==> config.mk <==
export PLATFORM = sky130hd
export DESIGN_NAME = rfid_ascii_hex_frame_parser_top_flat
export DESIGN_NICKNAME = d
export VERILOG_FILES = /design/src/hdl/rfid_hex_pkg.sv /design/src/hdl/rfid_hex_byte_if.sv /design/src/hdl/rfid_hex_frame_if.sv /design/src/hdl/rfid_hex_in_reg.sv /design/src/hdl/rfid_hex_parse.sv /design/src/hdl/rfid_hex_out_reg.sv /design/src/hdl/rfid_ascii_hex_frame_parser_top.sv /design/src/flat_wrapper.sv
export SDC_FILE = /design/constraint.sdc
export NUM_CORES = 1
export LEC_CHECK = 0
export ABC_AREA = 1
export BUFFER_PORTS_ARGS = -buffer_cell sky130_fd_sc_hd__buf_2
export CAP_MARGIN = 40
export CORE_ASPECT_RATIO = 0.8
export CORE_MARGIN = 1.5
export CORE_UTILIZATION = 45
export CTS_CLUSTER_DIAMETER = 120
export CTS_CLUSTER_SIZE = 12
export DETAILED_ROUTE_END_ITERATION = 6
export HOLD_SLACK_MARGIN = 0.05
export PLACE_DENSITY = 0.66
export SLEW_MARGIN = 20
export SYNTH_ARGS = -nofsm -noshare
export SYNTH_HDL_FRONTEND = slang
export SYNTH_SLANG_ARGS = --single-unit
export TNS_END_PERCENT = 30
==> constraint.sdc <==
create_clock -name i_clk -period 3.38 [get_ports i_clk]
set_clock_uncertainty 0.1 [all_clocks]
set_input_delay 0.845 -clock i_clk [delete_from_list [all_inputs] [get_ports i_clk]]
set_output_delay 0.845 -clock i_clk [all_outputs]
set_load 0.02 [all_outputs]
==> src/hdl/rfid_hex_pkg.sv <==
// types, constants and the nibble decode for the rfid ascii-hex frame parser
// no dependencies
package rfid_hex_pkg;

    // framing bytes
    localparam logic [7:0] START_BYTE    = 8'h02;
    localparam logic [7:0] END_BYTE      = 8'h03;

    // ascii hex decode
    localparam logic [7:0] CHAR_NINE     = 8'h39;
    localparam logic [7:0] ALPHA_OFFSET  = 8'h37;
    localparam logic [7:0] DIGIT_OFFSET  = 8'h30;

    // frame layout
    localparam int         BYTE_COUNT    = 5;
    localparam int         BYTE_IDX_W    = $clog2(BYTE_COUNT);

    // frame position codes: 0..10 next character, 11 end byte due, 15 idle
    localparam logic [3:0] POS_FIRST     = 4'd0;
    localparam logic [3:0] POS_END       = 4'd11;
    localparam logic [3:0] POS_WAIT      = 4'd15;

    // frame status codes
    localparam logic       STATUS_OK      = 1'b0;
    localparam logic       STATUS_BAD_END = 1'b1;

    typedef struct packed {
        logic        frame_status;
        logic [31:0] tag_id;
        logic [7:0]  xor_check;
    } t_frame;

    typedef struct packed {
        logic       valid;
        logic [7:0] rx_byte;
    } t_in_beat;

    typedef struct packed {
        logic   valid;
        t_frame frame;
    } t_res_beat;

    // one ascii character to its value, wrapping mod 256
    function automatic logic [7:0] hex_value(input logic [7:0] c);
        hex_value = (c > CHAR_NINE) ? (c - ALPHA_OFFSET) : (c - DIGIT_OFFSET);
    endfunction

endpackage

==> src/hdl/rfid_hex_byte_if.sv <==
// valid/ready channel carrying one received reader byte per beat
// depends on nothing
interface rfid_hex_byte_if;
    logic       valid;
    logic       ready;
    logic [7:0] rx_byte;

    modport source (output valid, output rx_byte, input ready);
    modport sink   (input valid, input rx_byte, output ready);
endinterface

==> src/hdl/rfid_hex_frame_if.sv <==
// valid/ready channel carrying one parsed frame result per beat
// depends on nothing
interface rfid_hex_frame_if;
    logic        valid;
    logic        ready;
    logic        frame_status;
    logic [31:0] tag_id;
    logic [7:0]  xor_check;

    modport source (output valid, output frame_status, output tag_id, output xor_check,
                    input ready);
    modport sink   (input valid, input frame_status, input tag_id, input xor_check,
                    output ready);
endinterface

==> src/hdl/rfid_hex_in_reg.sv <==
// input register stage: holds one received byte until the parser takes it
// depends on rfid_hex_pkg and rfid_hex_byte_if
module rfid_hex_in_reg (
    input  logic                   i_clk,
    input  logic                   i_rst_n,
    rfid_hex_byte_if.sink          i_rx,
    input  logic                   i_advance,
    output rfid_hex_pkg::t_in_beat o_beat
);

    logic       r_valid;
    logic [7:0] r_byte;
    logic       accept;

    // free slot, or the held beat moves on this cycle
    assign i_rx.ready = !r_valid || i_advance;
    assign accept     = i_rx.valid && i_rx.ready;

    always_ff @(posedge i_clk) begin
        if (!i_rst_n) begin
            r_valid <= 1'b0;
        end else if (accept) begin
            r_valid <= 1'b1;
        end else if (i_advance) begin
            r_valid <= 1'b0;
        end
    end

    // payload load
    always_ff @(posedge i_clk) begin
        if (accept) begin
            r_byte <= i_rx.rx_byte;
        end
    end

    assign o_beat.valid   = r_valid;
    assign o_beat.rx_byte = r_byte;

endmodule

==> src/hdl/rfid_hex_parse.sv <==
// frame parser core: position tracking, nibble pairing and result build
// depends on rfid_hex_pkg
module rfid_hex_parse (
    input  logic                    i_clk,
    input  logic                    i_rst_n,
    input  logic                    i_advance,
    input  rfid_hex_pkg::t_in_beat  i_beat,
    output rfid_hex_pkg::t_res_beat o_res
);

    logic [3:0] r_pos;
    logic [3:0] n_pos;
    logic [7:0] r_bytes [rfid_hex_pkg::BYTE_COUNT];

    logic                              step;
    logic [7:0]                        nib;
    logic [rfid_hex_pkg::BYTE_IDX_W-1:0] idx;
    logic                              store;
    logic [7:0]                        n_byte;
    logic [7:0]                        xor_all;

    assign step = i_advance && i_beat.valid;
    assign nib  = rfid_hex_pkg::hex_value(i_beat.rx_byte);
    assign idx  = r_pos[rfid_hex_pkg::BYTE_IDX_W:1];

    // character positions 0..9 land in a byte, the eleventh is dropped
    assign store = (r_pos < rfid_hex_pkg::POS_END) &&
                   (idx < rfid_hex_pkg::BYTE_IDX_W'(rfid_hex_pkg::BYTE_COUNT));

    // high nibble overwrites, low nibble adds mod 256
    assign n_byte = r_pos[0] ? (r_bytes[idx] + nib) : {nib[3:0], 4'h0};

    // next position
    always_comb begin
        if (r_pos < rfid_hex_pkg::POS_END) begin
            n_pos = r_pos + 4'd1;
        end else if (r_pos == rfid_hex_pkg::POS_END) begin
            n_pos = rfid_hex_pkg::POS_WAIT;
        end else if (i_beat.rx_byte == rfid_hex_pkg::START_BYTE) begin
            n_pos = rfid_hex_pkg::POS_FIRST;
        end else begin
            n_pos = rfid_hex_pkg::POS_WAIT;
        end
    end

    always_ff @(posedge i_clk) begin
        if (!i_rst_n) begin
            r_pos <= rfid_hex_pkg::POS_WAIT;
        end else if (step) begin
            r_pos <= n_pos;
        end
    end

    // decoded byte store
    always_ff @(posedge i_clk) begin
        if (step && store) begin
            r_bytes[idx] <= n_byte;
        end
    end

    assign xor_all = r_bytes[0] ^ r_bytes[1] ^ r_bytes[2] ^ r_bytes[3] ^ r_bytes[4];

    // result on the end position; bad end byte reports zeros
    always_comb begin
        o_res.valid = step && (r_pos == rfid_hex_pkg::POS_END);
        if (i_beat.rx_byte == rfid_hex_pkg::END_BYTE) begin
            o_res.frame.frame_status = rfid_hex_pkg::STATUS_OK;
            o_res.frame.tag_id       = {r_bytes[1], r_bytes[2], r_bytes[3], r_bytes[4]};
            o_res.frame.xor_check    = xor_all;
        end else begin
            o_res.frame.frame_status = rfid_hex_pkg::STATUS_BAD_END;
            o_res.frame.tag_id       = 32'h0;
            o_res.frame.xor_check    = 8'h0;
        end
    end

endmodule

==> src/hdl/rfid_hex_out_reg.sv <==
// result register: holds one frame result until the sink takes it
// depends on rfid_hex_pkg and rfid_hex_frame_if
module rfid_hex_out_reg (
    input  logic                    i_clk,
    input  logic                    i_rst_n,
    input  rfid_hex_pkg::t_res_beat i_res,
    rfid_hex_frame_if.source        o_frame,
    output logic                    o_advance
);

    logic                 r_valid;
    rfid_hex_pkg::t_frame r_frame;

    // pipeline moves when the result slot is empty or being drained
    assign o_advance = !r_valid || o_frame.ready;

    always_ff @(posedge i_clk) begin
        if (!i_rst_n) begin
            r_valid <= 1'b0;
        end else if (o_advance) begin
            r_valid <= i_res.valid;
        end
    end

    always_ff @(posedge i_clk) begin
        if (o_advance && i_res.valid) begin
            r_frame <= i_res.frame;
        end
    end

    assign o_frame.valid        = r_valid;
    assign o_frame.frame_status = r_frame.frame_status;
    assign o_frame.tag_id       = r_frame.tag_id;
    assign o_frame.xor_check    = r_frame.xor_check;

endmodule

==> src/hdl/rfid_ascii_hex_frame_parser_top.sv <==
// A 125 kHz RFID reader byte stream parser. It takes one byte per beat and accepts a new
// beat every cycle as long as the result side is not stalled; a byte passes an input
// register and a result register; the result register presents the result that the
// frame's end byte yields. Bytes are ignored until start byte 0x02, then eleven ASCII hex
// characters are gathered (the eleventh is dropped), and the next byte yields one
// result: status 0 with the 32-bit tag id and the XOR of the five decoded bytes when it
// is 0x03, otherwise status 1 with tag id and XOR at zero. The XOR is reported only.
// depends on rfid_hex_pkg, rfid_hex_byte_if, rfid_hex_frame_if and the three stages
module rfid_ascii_hex_frame_parser_top (
    input  logic             i_clk,
    input  logic             i_rst_n,
    rfid_hex_byte_if.sink    i_rx,
    rfid_hex_frame_if.source o_frame
);

    rfid_hex_pkg::t_in_beat  in_beat;
    rfid_hex_pkg::t_res_beat res_beat;
    logic                    advance;

    // input byte register
    rfid_hex_in_reg u_in_reg (
        .i_clk     (i_clk),
        .i_rst_n   (i_rst_n),
        .i_rx      (i_rx),
        .i_advance (advance),
        .o_beat    (in_beat)
    );

    // parse logic and frame state
    rfid_hex_parse u_parse (
        .i_clk     (i_clk),
        .i_rst_n   (i_rst_n),
        .i_advance (advance),
        .i_beat    (in_beat),
        .o_res     (res_beat)
    );

    // result register
    rfid_hex_out_reg u_out_reg (
        .i_clk     (i_clk),
        .i_rst_n   (i_rst_n),
        .i_res     (res_beat),
        .o_frame   (o_frame),
        .o_advance (advance)
    );

endmodule

==> src/flat_wrapper.sv <==
// flat-port wrapper written by rule: the top's interface ports become plain ports
module rfid_ascii_hex_frame_parser_top_flat 
  (i_clk, i_rst_n, i_rx_valid, i_rx_rx_byte, i_rx_ready, o_frame_valid, o_frame_frame_status, o_frame_tag_id, o_frame_xor_check, o_frame_ready);
  rfid_hex_byte_if i_rx_i ();
  rfid_hex_frame_if o_frame_i ();
  input  logic i_clk;
  input  logic i_rst_n;
  input wire logic [$bits(i_rx_i.valid)-1:0] i_rx_valid;
  input wire logic [$bits(i_rx_i.rx_byte)-1:0] i_rx_rx_byte;
  output wire logic [$bits(i_rx_i.ready)-1:0] i_rx_ready;
  output wire logic [$bits(o_frame_i.valid)-1:0] o_frame_valid;
  output wire logic [$bits(o_frame_i.frame_status)-1:0] o_frame_frame_status;
  output wire logic [$bits(o_frame_i.tag_id)-1:0] o_frame_tag_id;
  output wire logic [$bits(o_frame_i.xor_check)-1:0] o_frame_xor_check;
  input wire logic [$bits(o_frame_i.ready)-1:0] o_frame_ready;
  assign i_rx_i.valid = i_rx_valid;
  assign i_rx_i.rx_byte = i_rx_rx_byte;
  assign i_rx_ready = i_rx_i.ready;
  assign o_frame_valid = o_frame_i.valid;
  assign o_frame_frame_status = o_frame_i.frame_status;
  assign o_frame_tag_id = o_frame_i.tag_id;
  assign o_frame_xor_check = o_frame_i.xor_check;
  assign o_frame_i.ready = o_frame_ready;
  rfid_ascii_hex_frame_parser_top u_core (.i_clk(i_clk), .i_rst_n(i_rst_n), .i_rx(i_rx_i), .o_frame(o_frame_i));
endmodule
==> results.md <==
- Status: finished, final reports clean
- Leakage: 2.78 nW
- Worst Setup Start Kind: flop
- Worst min path class: flop to flop
- Crit end category: flop
- Initial core utilization: 46.3%
- P per Cell Area: 629 mW/mm^2
- Area Growth Syn to Fin: 22.0%
- Via density: 4.90
- # IOs: 55
- Grt ovf: 0
- YS warnings: 0
- Initial antenna violation count: 0
- # setup viols final: 0
- Final #Nets: 644
- VDD IR-drop max: 338 uV
- Max-slew violations: 0
- Reg2reg path depth: 15
- Iteration count of the initial detailed-routing pass: 5
- Post-synthesis sequential element count: 122
- Mapped Cells: 520
- Multi-input gate area: 0.00183 sq mm
- Mapped Avg Cell Area: 10.9 sq um
- Hold Path Stages: 2
- Total Wirelength: 11700 microns
- CTS clock-pin slew for the worst setup and hold paths: 0.06 ns
- Routed vias: 3925
- Netlist Area Pre-Place: 0.00566 sq mm
- FMAX: 319 MHz
- DP Area: 0.00626 sq mm
- GRT Total Usage: 19.3%
- Layout fillers: 1015
- CTS tree: done
- Wire length per cell: 14.6 microns
- Maxcap violations: 0
- Hold-fix buffers, CTS: 0
- Die ar.: 0.0133 sq mm
- DRC viols: 0
- Post-synthesis sequential area ratio: 63.2%
- Worst slew margin: 59.7%
- DP HPWL: 7700 microns
- First-pass GRT wire length: 18700 microns
- CTS Buffer Depth: 2
- Final instance area: 0.00690 sq mm
- Top cell type's share of synthesized area: 60.0%
- Setup TNS: 0 ns
- Root Buffer: clkbuf_16
- Clk sinks: 122
- Req. time, crit path: 3.38 ns
- Synth area leaders: edfxtp_1 60%, a21oi_1 4.8%, inv_1 4.7%, nand2_1 4.7%, o21ai_0 3.3%
- Starting DRT DRC Count: 352
- CP Max Fanout: 9
- Final Hold Viols: 0
- H-tree lvl count: 4
- Number of global-route vias before repair: 3765
- Die width: 128 microns
- ANT cells: 0
- Clock period minus worst slack: 3.14 ns
- Core Rows: 36
- Share of cells above drive strength 1: 18.6%
- CTS Buf Count: 17
- Kind of critical path: flop to flop
- Final period utilization: 92.8%
- Yosys cell types: 32
- Area leader, netlist: edfxtp_1
- Clock Latency Late Sink: 0.42 ns
- Worst Path Arrival: 3.14 ns
- Die H: 103 microns
- Worst slew pin tran: 0.604 ns
- Largest net degree at the start of global routing: 35
- Register area: 0.00357 sq mm
- Core Region: 0.0122 sq mm
- RSZ-0062 raised after global routing: false
- RD Place Congestion: 0.849
- Final ANT Viol Nets: 0
- PortBufs: 54
==> what timing repair did <==
item | in CTS | in global routing
buffers inserted | 0 | 2
endpoints found under the setup margin | 0 | 45
gates resized for setup | 0 | 3
==> power breakdown <==
group	internal [W]	switching [W]	total, W
sequential	0.00188	0.0000374	0.00192
clock	0.00117	0.000706	0.00188
combinational	0.000176	0.000364	0.000540
==> metal layers <==
layer | share of wire [%] | wire (microns) | track usage [%]
met1 | 46 | 5350 | 24.6
met2 | 47 | 5550 | 31.6
met3 | 4.6 | 533 | 5.20
met4 | 2.1 | 248 | 8.64
met5 | 0 | 0 | 0
==> metrics by stage <==
stage | worst slack, ns | util, % | total power [W] | instances | hold WS, ns
global route | 0.0213 | 56.5 | 0.00452 | 801 | 0.488
global placement | 0.222 | 51.3 | 0.00245 | 767 | 0.419
floorplan | 0.561 | - | 0.00232 | 543 | 0.397
finish | 0.244 | 56.5 | 0.00434 | 801 | 0.452
detailed placement | 0.0890 | 51.3 | 0.00247 | 767 | 0.444
CTS | 0.0530 | 56.3 | 0.00435 | 799 | 0.454
==> layout by cell type (no fill, tap or decap), types with 3 or more instances in the layout <==
cell type	netlist	layout
o21ai_1	5	7
clkinv_4	0	4
a21oi_1	54	54
ha_1	14	14
inv_6	0	4
xor2_1	13	12
conb_1	1	24
buf_4	2	15
nor2_1	46	45
clkbuf_16	0	17
nand3_1	27	27
a32o_1	6	6
buf_2	9	54
nor3_1	3	3
inv_1	71	71
dfxtp_1	9	9
or2_1	3	3
nand2_2	3	3
nand2_1	71	71
bufinv_16	0	3
inv_2	3	3
o21ai_0	37	35
xnor2_1	16	16
edfxtp_1	113	113
==> synth_stat cells <==
cell        n
nand2_1    71
o21ai_1     5
nor3_1      3
o21ai_0    37
inv_1      71
a21oi_4     1
or2_1       3
nor2_4      1
or2_2       1
ha_1       14
nand2_4     1
dfxtp_1     9
conb_1      1
clkbuf_1    3
buf_4       2
nand3_1    27
a32o_1      6
buf_2       9
inv_2       3
nor2_1     46
a21oi_1    54
edfxtp_1  113
nor2_8      1
nand2_2     3
xnor2_1    16
nand4_2     1
nand3_4     1
o22ai_1     1
fa_1        1
nand4_1     1
xor2_1     13
inv_4       1
==> layout make-up <==
cell class	count	share of cell area [%]
Sequential cell	122	51.8
Clock buffer	17	6.17
Multi-Input combinational cell	332	26.5
Inverter	75	4.12
Timing Repair Buffer	69	5.55
Clock inverter	15	2.77
Tap cell	171	3.10
==> kinds of logic (layout without fill, tap and decap cells) <==
logic type / Yosys count / count (layout) / share of synthesized area [%]
AOI/OAI and AO/OA: 104 / 104 / 9.95
adders and majority gates: 15 / 15 / 3.45
DFF: 122 / 122 / 63.2
buffers and inverters: 89 / 176 / 6.28
other: 1 / 24 / 0.0663
xor gates and xnor gates: 29 / 29 / 4.49
and+or+nand+nor: 160 / 160 / 12.6
==> registers in the layout (all words and copies together) (netlist names), named ones only <==
name / flops
u_core.u_parse.r_bytes: 64
u_core.u_in_reg.r_byte: 8
u_core.u_in_reg.r_valid: 1
u_core.u_out_reg.o_frame.tag_id: 32
u_core.u_out_reg.o_frame.valid: 1
u_core.u_parse.r_pos: 4
u_core.u_out_reg.o_frame.frame_status: 1
u_core.u_out_reg.o_frame.xor_check: 8
==> worst paths after layout <==
path	start	end	slack (ns)
min	u_core.u_in_reg.r_valid	u_core.u_in_reg.r_valid	0.45
min reg2reg	u_core.u_in_reg.r_valid	u_core.u_in_reg.r_valid	0.45
max reg2reg	u_core.u_in_reg.r_byte[4]	u_core.u_parse.r_bytes[5][5]	0.24
max	u_core.u_in_reg.r_byte[4]	u_core.u_parse.r_bytes[5][5]	0.24
==> worst max-delay path, stage by stage (launching register included) <==
cell and delay (ns):
edfxtp_1 0.47, ha_1 0.25, nand2_1 0.06, inv_1 0.05, nand2_2 0.09, nand2_4 0.09
o21ai_0 0.49, inv_1 0.10, ha_1 0.23, a21oi_1 0.19, nor2_1 0.06, nor2_1 0.09
o21ai_1 0.09, or2_1 0.21, nand3_1 0.06, o21ai_1 0.18
Power figures use the tool's default switching activity.
